[src/srec_pkg.sv]
package srec_pkg;

  typedef enum logic [1:0] {
    KindWrite = 2'd0,
    KindStart = 2'd1,
    KindNoS   = 2'd2,
    KindShort = 2'd3
  } kind_e;

  typedef struct packed {
    kind_e       result_kind;
    logic [15:0] target_address;
    logic [7:0]  data_byte;
  } result_t;

  typedef struct packed {
    logic    push;
    result_t item;
  } queue_wr_t;

  typedef struct packed {
    logic    valid;
    result_t item;
  } queue_rd_t;

  localparam logic [7:0] CharS          = 8'h53;
  localparam logic [7:0] CharNewline    = 8'd10;
  localparam logic [7:0] HexAlphaOffset = 8'd55;
  localparam logic [3:0] TypeData       = 4'd1;
  localparam logic [3:0] TypeStart      = 4'd9;
  localparam logic [7:0] CountOverhead  = 8'd3;
  localparam int         HeaderChars    = 8;
  localparam int         MaxLineCharsDefault = 128;
  localparam int         QueueDepth     = 2;

  // {digit ok, value}; only 0-9 and uppercase A-F count as digits
  function automatic logic [4:0] hex_decode(input logic [7:0] c);
    logic [7:0] t;
    t = c - HexAlphaOffset;
    if (c >= 8'h30 && c <= 8'h39) begin
      hex_decode = {1'b1, c[3:0]};
    end else if (c >= 8'h41 && c <= 8'h46) begin
      hex_decode = {1'b1, t[3:0]};
    end else begin
      hex_decode = 5'd0;
    end
  endfunction

endpackage

[src/srec_if.sv]
interface srec_char_if;
  logic       valid;
  logic       ready;
  logic [7:0] char_code;

  modport source(output valid, output char_code, input ready);
  modport sink(input valid, input char_code, output ready);
endinterface

interface srec_res_if;
  logic        valid;
  logic        ready;
  logic [1:0]  result_kind;
  logic [15:0] target_address;
  logic [7:0]  data_byte;

  modport source(output valid, output result_kind, output target_address,
                 output data_byte, input ready);
  modport sink(input valid, input result_kind, input target_address,
               input data_byte, output ready);
endinterface

[src/srec_front.sv]
module srec_front #(
  parameter int MaxLineChars = srec_pkg::MaxLineCharsDefault
) (
  input  logic                clk_i,
  input  logic                rst_ni,
  input  logic                valid_i,
  input  logic [7:0]          char_code_i,
  input  logic                queue_full_i,
  output logic                ready_o,
  output srec_pkg::queue_wr_t wr_o
);

  // data pairs that still end within the line limit
  localparam int MaxDataBytes = (MaxLineChars - srec_pkg::HeaderChars) / 2;

  localparam logic [3:0] PosFirst = 4'd0;
  localparam logic [3:0] PosType  = 4'd1;
  localparam logic [3:0] PosCntHi = 4'd2;
  localparam logic [3:0] PosCntLo = 4'd3;
  localparam logic [3:0] PosAddr0 = 4'd4;
  localparam logic [3:0] PosAddr1 = 4'd5;
  localparam logic [3:0] PosAddr2 = 4'd6;
  localparam logic [3:0] PosAddr3 = 4'd7;
  localparam logic [3:0] PosDataH = 4'd8;
  localparam logic [3:0] PosDataL = 4'd9;

  logic [3:0]  pos_q, pos_d;
  logic [3:0]  type_q, type_d;
  logic [7:0]  count_q, count_d;
  logic [15:0] addr_q, addr_d;
  logic [3:0]  nib_q, nib_d;
  logic [7:0]  done_q, done_d;
  logic        bad_q, bad_d;

  logic        accept;
  logic [4:0]  hex;
  logic [7:0]  byte_val;
  logic        write_ok;

  assign ready_o  = !queue_full_i;
  assign accept   = valid_i && ready_o;
  assign hex      = srec_pkg::hex_decode(char_code_i);
  assign byte_val = {nib_q, hex[3:0]};
  assign write_ok = !bad_q && (type_q == srec_pkg::TypeData)
                 && (count_q >= srec_pkg::CountOverhead)
                 && (done_q < (count_q - srec_pkg::CountOverhead))
                 && (32'(done_q) < MaxDataBytes);

  always_comb begin
    pos_d   = pos_q;
    type_d  = type_q;
    count_d = count_q;
    addr_d  = addr_q;
    nib_d   = nib_q;
    done_d  = done_q;
    bad_d   = bad_q;
    wr_o    = '0;
    if (accept) begin
      if (char_code_i == srec_pkg::CharNewline) begin
        if (32'(pos_q) < srec_pkg::HeaderChars) begin
          wr_o.push             = 1'b1;
          wr_o.item.result_kind = srec_pkg::KindShort;
        end else if (!bad_q && type_q == srec_pkg::TypeStart) begin
          wr_o.push                = 1'b1;
          wr_o.item.result_kind    = srec_pkg::KindStart;
          wr_o.item.target_address = addr_q;
        end
        pos_d   = PosFirst;
        type_d  = '0;
        count_d = '0;
        addr_d  = '0;
        nib_d   = '0;
        done_d  = '0;
        bad_d   = 1'b0;
      end else if (pos_q == PosFirst) begin
        pos_d = PosType;
        if (char_code_i != srec_pkg::CharS) begin
          bad_d                 = 1'b1;
          wr_o.push             = 1'b1;
          wr_o.item.result_kind = srec_pkg::KindNoS;
        end
      end else if (hex[4]) begin
        unique case (pos_q)
          PosType: begin
            type_d = hex[3:0];
            pos_d  = PosCntHi;
          end
          PosCntHi: begin
            nib_d = hex[3:0];
            pos_d = PosCntLo;
          end
          PosCntLo: begin
            count_d = byte_val;
            pos_d   = PosAddr0;
          end
          PosAddr0, PosAddr1, PosAddr2, PosAddr3: begin
            addr_d = {addr_q[11:0], hex[3:0]};
            pos_d  = pos_q + 4'd1;
          end
          PosDataH: begin
            nib_d = hex[3:0];
            pos_d = PosDataL;
          end
          default: begin
            pos_d = PosDataH;
            if (write_ok) begin
              wr_o.push                = 1'b1;
              wr_o.item.result_kind    = srec_pkg::KindWrite;
              wr_o.item.target_address = addr_q + {8'd0, done_q};
              wr_o.item.data_byte      = byte_val;
              done_d                   = done_q + 8'd1;
            end
          end
        endcase
      end
    end
  end

  always_ff @(posedge clk_i or negedge rst_ni) begin
    if (!rst_ni) begin
      pos_q   <= PosFirst;
      type_q  <= '0;
      count_q <= '0;
      addr_q  <= '0;
      nib_q   <= '0;
      done_q  <= '0;
      bad_q   <= 1'b0;
    end else begin
      pos_q   <= pos_d;
      type_q  <= type_d;
      count_q <= count_d;
      addr_q  <= addr_d;
      nib_q   <= nib_d;
      done_q  <= done_d;
      bad_q   <= bad_d;
    end
  end

endmodule

[src/srec_fifo.sv]
module srec_fifo (
  input  logic                clk_i,
  input  logic                rst_ni,
  input  srec_pkg::queue_wr_t wr_i,
  input  logic                pop_i,
  output logic                full_o,
  output srec_pkg::queue_rd_t rd_o
);

  localparam int PtrW = $clog2(srec_pkg::QueueDepth);
  localparam int CntW = $clog2(srec_pkg::QueueDepth + 1);

  srec_pkg::result_t mem_q [srec_pkg::QueueDepth];
  logic [PtrW-1:0] wr_ptr_q, rd_ptr_q;
  logic [CntW-1:0] cnt_q, cnt_d;
  logic            do_push, do_pop;

  assign full_o     = (cnt_q == CntW'(srec_pkg::QueueDepth));
  assign rd_o.valid = (cnt_q != '0);
  assign rd_o.item  = mem_q[rd_ptr_q];
  assign do_push    = wr_i.push && !full_o;
  assign do_pop     = pop_i && rd_o.valid;

  always_comb begin
    cnt_d = cnt_q;
    if (do_push && !do_pop) begin
      cnt_d = cnt_q + CntW'(1);
    end else if (do_pop && !do_push) begin
      cnt_d = cnt_q - CntW'(1);
    end
  end

  always_ff @(posedge clk_i) begin
    if (do_push) begin
      mem_q[wr_ptr_q] <= wr_i.item;
    end
  end

  always_ff @(posedge clk_i or negedge rst_ni) begin
    if (!rst_ni) begin
      wr_ptr_q <= '0;
      rd_ptr_q <= '0;
      cnt_q    <= '0;
    end else begin
      cnt_q <= cnt_d;
      if (do_push) begin
        wr_ptr_q <= (32'(wr_ptr_q) == srec_pkg::QueueDepth - 1) ? '0 : wr_ptr_q + PtrW'(1);
      end
      if (do_pop) begin
        rd_ptr_q <= (32'(rd_ptr_q) == srec_pkg::QueueDepth - 1) ? '0 : rd_ptr_q + PtrW'(1);
      end
    end
  end

endmodule

[src/srec_back.sv]
module srec_back (
  input  logic                clk_i,
  input  logic                rst_ni,
  input  srec_pkg::queue_rd_t rd_i,
  output logic                pop_o,
  input  logic                ready_i,
  output logic                valid_o,
  output srec_pkg::result_t   item_o
);

  logic              valid_q;
  srec_pkg::result_t item_q;

  // refill the output beat when it is empty or being taken
  assign pop_o   = rd_i.valid && (!valid_q || ready_i);
  assign valid_o = valid_q;
  assign item_o  = item_q;

  always_ff @(posedge clk_i or negedge rst_ni) begin
    if (!rst_ni) begin
      valid_q <= 1'b0;
    end else if (!valid_q || ready_i) begin
      valid_q <= rd_i.valid;
    end
  end

  always_ff @(posedge clk_i) begin
    if (pop_o) begin
      item_q <= rd_i.item;
    end
  end

endmodule

[src/srecord_loader_parser_top.sv]
// S-record (S1/S9) loader parser.
// char_i takes one ASCII character per beat; a newline ends the record.
// res_o gives one beat per memory byte write (kind 0), start address
// (kind 1), missing-S error (kind 2) or too-short error (kind 3).
// Throughput: one character per cycle while the queue is not full,
// whether or not the character produces a result.
// A result is pushed by the front parser into a two-entry queue when
// its character is taken, and the output register loads it from the
// queue when the register is empty or its beat is being taken.
// The front parser holds its header fields in registers set on each
// accepted beat; the queue and output register decouple it from res_o.
// A stall on res_o holds the output beat; the queue then fills and
// char_i.ready drops once both queue entries are taken.
// Reset clears the parser to the start of a line and empties the queue
// and the output register.
module srecord_loader_parser_top #(
  parameter int MaxLineChars = srec_pkg::MaxLineCharsDefault
) (
  input  logic         clk_i,
  input  logic         rst_ni,
  srec_char_if.sink    char_i,
  srec_res_if.source   res_o
);

  srec_pkg::queue_wr_t wr;
  srec_pkg::queue_rd_t rd;
  srec_pkg::result_t   out_item;
  logic                queue_full;
  logic                pop;

  srec_front #(
    .MaxLineChars(MaxLineChars)
  ) u_front (
    .clk_i       (clk_i),
    .rst_ni      (rst_ni),
    .valid_i     (char_i.valid),
    .char_code_i (char_i.char_code),
    .queue_full_i(queue_full),
    .ready_o     (char_i.ready),
    .wr_o        (wr)
  );

  srec_fifo u_fifo (
    .clk_i (clk_i),
    .rst_ni(rst_ni),
    .wr_i  (wr),
    .pop_i (pop),
    .full_o(queue_full),
    .rd_o  (rd)
  );

  srec_back u_back (
    .clk_i  (clk_i),
    .rst_ni (rst_ni),
    .rd_i   (rd),
    .pop_o  (pop),
    .ready_i(res_o.ready),
    .valid_o(res_o.valid),
    .item_o (out_item)
  );

  assign res_o.result_kind    = out_item.result_kind;
  assign res_o.target_address = out_item.target_address;
  assign res_o.data_byte      = out_item.data_byte;

endmodule

[src/flat_wrapper.sv]
// flat-port wrapper written by rule: the top's interface ports become plain ports
module srecord_loader_parser_top_flat 
#(
  parameter int MaxLineChars = srec_pkg::MaxLineCharsDefault
)
  (clk_i, rst_ni, char_i_valid, char_i_char_code, char_i_ready, res_o_valid, res_o_result_kind, res_o_target_address, res_o_data_byte, res_o_ready);
  srec_char_if char_i_i ();
  srec_res_if res_o_i ();
  input  logic clk_i;
  input  logic rst_ni;
  input wire logic [$bits(char_i_i.valid)-1:0] char_i_valid;
  input wire logic [$bits(char_i_i.char_code)-1:0] char_i_char_code;
  output wire logic [$bits(char_i_i.ready)-1:0] char_i_ready;
  output wire logic [$bits(res_o_i.valid)-1:0] res_o_valid;
  output wire logic [$bits(res_o_i.result_kind)-1:0] res_o_result_kind;
  output wire logic [$bits(res_o_i.target_address)-1:0] res_o_target_address;
  output wire logic [$bits(res_o_i.data_byte)-1:0] res_o_data_byte;
  input wire logic [$bits(res_o_i.ready)-1:0] res_o_ready;
  assign char_i_i.valid = char_i_valid;
  assign char_i_i.char_code = char_i_char_code;
  assign char_i_ready = char_i_i.ready;
  assign res_o_valid = res_o_i.valid;
  assign res_o_result_kind = res_o_i.result_kind;
  assign res_o_target_address = res_o_i.target_address;
  assign res_o_data_byte = res_o_i.data_byte;
  assign res_o_i.ready = res_o_ready;
  srecord_loader_parser_top #(.MaxLineChars(MaxLineChars)) u_core (.clk_i(clk_i), .rst_ni(rst_ni), .char_i(char_i_i), .res_o(res_o_i));
endmodule
[config.mk]
export PLATFORM = sky130hd
export DESIGN_NAME = srecord_loader_parser_top_flat
export DESIGN_NICKNAME = d
export VERILOG_FILES = /design/src/srec_pkg.sv /design/src/srec_if.sv /design/src/srec_front.sv /design/src/srec_fifo.sv /design/src/srec_back.sv /design/src/srecord_loader_parser_top.sv /design/src/flat_wrapper.sv
export SDC_FILE = /design/constraint.sdc
export NUM_CORES = 1
export LEC_CHECK = 0
export ABC_CLOCK_PERIOD_IN_PS = 4800
export BUFFER_PORTS_ARGS = -buffer_cell sky130_fd_sc_hd__buf_2
export CORE_MARGIN = 2
export CORE_UTILIZATION = 61
export CTS_CLUSTER_SIZE = 20
export DETAILED_ROUTE_END_ITERATION = 6
export GPL_ROUTABILITY_DRIVEN = 0
export PLACE_DENSITY = 0.84
export SLEW_MARGIN = 20
export SYNTH_ARGS = -nofsm -noshare
export SYNTH_HDL_FRONTEND = slang
export SYNTH_HIERARCHICAL = 1
export SYNTH_SLANG_ARGS = --single-unit
[constraint.sdc]
create_clock -name clk_i -period 4.8 [get_ports clk_i]
set_input_delay 0 -clock clk_i [delete_from_list [all_inputs] [get_ports clk_i]]
set_output_delay 0 -clock clk_i [all_outputs]
set_load 0.05 [all_outputs]
**After elaboration in Yosys (flattened, before gate mapping)**

Memories as Yosys holds them, arrays and structs flattened. A register that Yosys moved wholly into a read port is not among the register bits.
Cells that the tools add are included.

- Logic and storage cells: 133
- Memory bits (writable): 52
- Memories: 1
- Latch bits: 0
- Input bits: 12
- Register bits: 50
- ROM bits: 0
- Output and inout port bits: 28

- $add $sub $neg: 9
- Div/mod/pow operators: 0
- Order comparisons: 8
- Equality and inequality tests: 15
- Reduce and logical (&&, ||, !) cells: 41
- $mul: 0
- Shifts and indexed selects: 0
- Bitwise logic cells: 0
- Multiplexer cells: 48

Memories:

| name | depth | width | rd ports | clocked after memory_dff | write ports | line | text |
|---|---|---|---|---|---|---|---|
| u_core.u_fifo.mem_q | 2 | 26 | 1 | 1 | 1 | srec_fifo.sv:13 | `srec_pkg::result_t mem_q [srec_pkg::QueueDepth];` |

Operators with widths:

| operator | count |
|---|---|
| two-way mux 27 bit | 4 |
| two-way mux 16 bit | 5 |
| two-way mux 8 bit | 10 |
| two-way mux 4 bit | 11 |
| two-way mux 19 bit | 2 |
| two-way mux 24 bit | 1 |
| one-hot mux 4 bit (5 select lines) | 1 |
| nonzero test 2 bit | 10 |
| adder 16 x 8 -> 16 bit | 1 |
| == test 4 x 3 -> 1 bit (second input constant) | 4 |
| AND reduction 4 bit | 4 |
| logical AND 1 bit | 13 |
| two-way mux 5 bit | 2 |
| two-way mux 3 bit | 3 |
| adder 8 x 1 -> 8 bit (second input constant) | 1 |
| == test 4 x 1 -> 1 bit (second input constant) | 2 |
| == test 4 x 2 -> 1 bit (second input constant) | 2 |
| == test 4 bit (second input constant) | 2 |
| == test 8 x 4 -> 1 bit (second input constant) | 1 |
| >= comparator 8 x 2 -> 1 bit (second input constant) | 1 |
| >= comparator 8 x 6 -> 1 bit (second input constant) | 1 |
| >= comparator 8 x 7 -> 1 bit (second input constant) | 1 |
| <= comparator 8 x 6 -> 1 bit (second input constant) | 1 |
| <= comparator 8 x 7 -> 1 bit (second input constant) | 1 |
| 25 further kinds | 37 |

**Logic depth before layout (Yosys ltp)**

- Depth after elaboration: 16
- Mapped depth: 17
- Gate-level depth less buffers: 17

**Modules after synthesis**

Netlist, hierarchy kept.

Modules (own cells, without submodules):

| module | instances | seq. area each (sq um) | cells each | area an instance (sq um) |
|---|---|---|---|---|
| srec_front | 1 | 1,126.1 | 390 | 3,250.6 |
| srec_fifo | 1 | 1,661.6 | 100 | 2,177.1 |
| srec_back | 1 | 805.8 | 30 | 824.5 |

**Least setup slack after synthesis**

No wires, ideal clock.

- Path kind: reg-to-reg
- From: register u_core.u_front.count_q[0]
- To: memory u_core/u_fifo/mem_q[0][0] (netlist name) (enable)
- Data required time: 4.391 ns
- Clock period less this slack: 4.131 ns
- Setup time: 0.409 ns
- Setup slack: 0.669 ns
- Cell stages (with the launch flop): 14
- Arrival: 3.722 ns
- Path buffers: 0
- Cell sequence: dfrtp_1 -> a21oi_1 -> nor3b_1 -> nand2_1 -> xor2_1 -> ha_1 -> or4_1 -> a21oi_1 -> and3_1 -> nand4_1 -> nor2_1 -> o21a_1 -> nand2_1 -> nor2_1

RTL lines:

| what | line | text |
|---|---|---|
| start, declared | srec_front.sv:29 | `logic [7:0] count_q, count_d;` |
| start signal, assigned | srec_front.sv:131 | `count_q <= count_d;` |
| end, declared | srec_fifo.sv:13 |  |

==> impl_results.md <==
* Root buffer cell: clkbuf_8
* Maximum clock frequency at 0.257 GHz
* Die area at 11100 sq um
* Seq pwr share at 40.1%
* Vias per cell at 5.98
* Largest net degree at the start of global routing at 51
* Worst setup SP type: register
* Initial antenna violation count at 0
* Critical Path RT at 5.14 ns
* Worst skew pair latency at 0.53 ns
* Final Setup Violations at 0
* Most common cell after layout, fill and taps aside: edfxtp_1
* FP Rows at 36
* Chip height at 105 um
* Asr flop ratio synth at 39.1%
* Commonest non-fill, non-tap cells in the layout: edfxtp_1, nand2_1, dfrtp_1, nor2_1, buf_2
* Postcts setup bufs at 0
* Slew Limit Fails at 0
* TritonCTS clock tree: yes
* IO buf count at 39
* Yosys Warn Count at 6
* Number of global-route vias before repair at 4327
* Avg Synthesized Cell Area at 12.0 sq um
* Gr usage total at 24.3%
* Core Footprint at 9860 sq um
* CP startpoint: u_core/u_front/count_q[0]
* Fin crit share at 80.9%
* Placed insts at 684
* Slew Limit Headroom at 37.1%
* Hold Crit Class: primary input to register
* Setup TNS at 0 ns
* Fill cells at 621
* Clk pwr share at 29.7%
* Post-detail-place hpwl at 8270 um
* Synth unique cells at 58
* Combinational group share of total power at 30.2%
* Post-layout util at 72.8%
* Width of the chip at 105 um
* Reg clk slew, reported paths at 0.06 ns
* Fin. Hold Viols at 0
* Switch share at 35.3%
* Via count at 4314
* Leak Pwr at 2.94 nW
* Area growth syn-to-layout at 14.9%
* Sequential fraction of the synthesis area at 57.5%
* NumNets Final at 615
* Clock Skew at 0.00426 ns
* Area of the multi-input gates at 2500 sq um
* Starting Density at 63.4%
* First-pass GRT wire length at 20600 um
* Unrepaired setup endpoints after global routing: false
* Worst VDD drop at 0.000287 V
* Total CTS buffers at 17
* FF-to-FF Start: u_core/u_front/count_q[0]
* Synth Cell Area at 6250 sq um
* Post-Syn Instances at 520
* Number of enable flip-flop cells after synthesis at 78
* Storage cell area at 3590 sq um
* Internal power at 0.00263 W
* #FFs+latches synth at 128
* Area after DPL at 6560 sq um
* Ant. Diodes at 0
* 1st-iter DRT viols at 348
* Actual slew at the worst max-slew pin at 0.942 ns
* Top FF cell, synth: edfxtp_1
* Clk buf depth at 2
* Setup crit end kind: register
* Crit Path Max Fanout at 12
* Tmin final at 3.88 ns
* Ports at 40
* Net Count, Synth at 559
* Drt pass-1 iters at 5
* Clock Sinks at 128
* Number of cells in the finished layout apart from fillers at 722
* Total net switching power at 0.00143 W
* Setup Crit Path Kind: register to register
* H-tree depth at 4
* Power density of the placed cells at 565 nW/um^2
* Grt total ovfl at 0
* Routed Wire Length at 12600 um
* Remaining DRCs at 0
* Antenna viol nets, final at 0
* Design area at 7180 sq um
* Ratio of cells with drive above 1 in the final layout at 20.5%
* Max-capacitance violation count at 0
* Min-delay src: char_i_char_code[3]
* Status: completed
* Worst Path Arrival at 4.23 ns
* WL/cell at 17.4 um
[final timing paths]
path / slack, ns / end / cells past startpoint
setup / recovery: 0.92 / u_core/u_fifo/mem_q[0][16] / 12
max in group asynchronous: 4.35 / u_core/u_front/done_q[0] / 2
hold / removal: 0.01 / u_core/u_fifo/mem_q[1][3] / 3
setup reg to reg: 0.92 / u_core/u_fifo/mem_q[0][16] / 12
hold reg to reg: 0.50 / u_core/u_fifo/cnt_q[1] / 1
min in group asynchronous: 0.02 / u_core/u_front/pos_q[0] / 2
[worst max-delay path, cell delays in order, from the launching register on]
cell,delay (ns)
dfrtp_1,0.40
a21oi_1,0.21
nor3b_1,0.32
nand2_1,0.11
xor2_1,0.16
ha_1,0.18
or4_1,0.47
a21oi_1,0.14
and3_1,0.17
nand4_1,0.32
nor2_1,0.81
a21oi_1,0.14
o21ai_0,0.26
[flip-flops by register name, summed over array words and instances, names as in the netlist, 4 cells and up]
| name | count |
|---|---|
| u_core/u_fifo/mem_q | 52 |
| u_core/u_front/count_q | 8 |
| u_core/u_front/pos_q | 4 |
| u_core/u_front/addr_q | 16 |
| u_core/u_front/type_q | 4 |
| u_core/u_back/item_o | 26 |
| u_core/u_front/nib_q | 4 |
| u_core/u_front/done_q | 8 |
[final cells by class]
class / instances / share of cell area (%)
inverter: 15 / 0.784
multi-input combinational: 363 / 34.8
tap: 133 / 2.32
sequential: 128 / 50.0
clock buffer: 18 / 5.82
timing repair buffer: 51 / 4.21
clock inverter: 14 / 2.00
[per-stage QoR]
step / hold WS [ns] / worst slack, ns / total power, W
after global routing: 0.0360 / 0.592 / 0.00424
after global placement: 0.254 / 1.14 / 0.00280
final: 0.0144 / 0.916 / 0.00406
after detailed placement: 0.273 / 0.921 / 0.00286
after CTS: 0.000844 / 0.914 / 0.00407
after floorplan: -0.296 / 0.669 / 0.00262
[metal layers]
metal	track usage, %	vias to the layer above	part of all wire (%)
li1	-	2022	-
met1	29.0	2080	40
met2	41.2	178	51
met3	5.81	34	7.0
met4	11.7	0	2.5
met5	0	-	0
[cell families (layout without fill, tap and decap cells)]
kind of cell	count (synthesis)	after routing	share of synthesized area, %
simple gates	184	184	14.9
flops	128	128	57.5
compound gates	102	102	10.3
mux	30	30	6.54
buf+inv	29	98	2.52
fa+ha+maj	27	27	5.52
xor+xnor	20	20	2.80
[cells in the mapped netlist (3+ instances only)]
cell       n  area, sq um
a21oi_1   30          150
nand2_1   58          218
nand3_1   15         75.1
o21bai_1   3         22.5
nor2_1    43          161
dfrtp_1   50         1250
nor4b_1    3         26.3
mux2_2    11          124
inv_1     15         56.3
nand4_1    4         25.0
a31oi_1    5         31.3
xor2_1     6         52.6
nand2b_1   4         25.0
a22oi_1    3         22.5
ha_1      26          325
or3_1      6         37.5
and2_1     8         50.1
o31ai_1    5         37.5
nor2b_1    5         31.3
mux2_4    19          285
o21a_1     3         22.5
edfxtp_1  78         2340
xnor2_1   14          123
nor3_1     9         45.0
clkbuf_1   9         33.8
a22o_1     3         26.3
nor4_1     4         25.0
o21ai_0   35          175
and3_1     7         43.8
[power by group through the flow]
stage	Clock, W	Sequential, W	Combinational [W]
after floorplan	0	0.00197	0.000652
after global placement	0	0.00163	0.00117
after detailed placement	0	0.00165	0.00121
after CTS	0.00121	0.00163	0.00123
after global routing	0.00127	0.00166	0.00131
final	0.00121	0.00163	0.00123
[timing repair]
action | 4_1_cts | 5_1_grt
gates resized for setup | 0 | 0
hold buffers | 6 | 0
hold endpoints to repair | 58 | 0
Power figures use the tool's default switching activity.
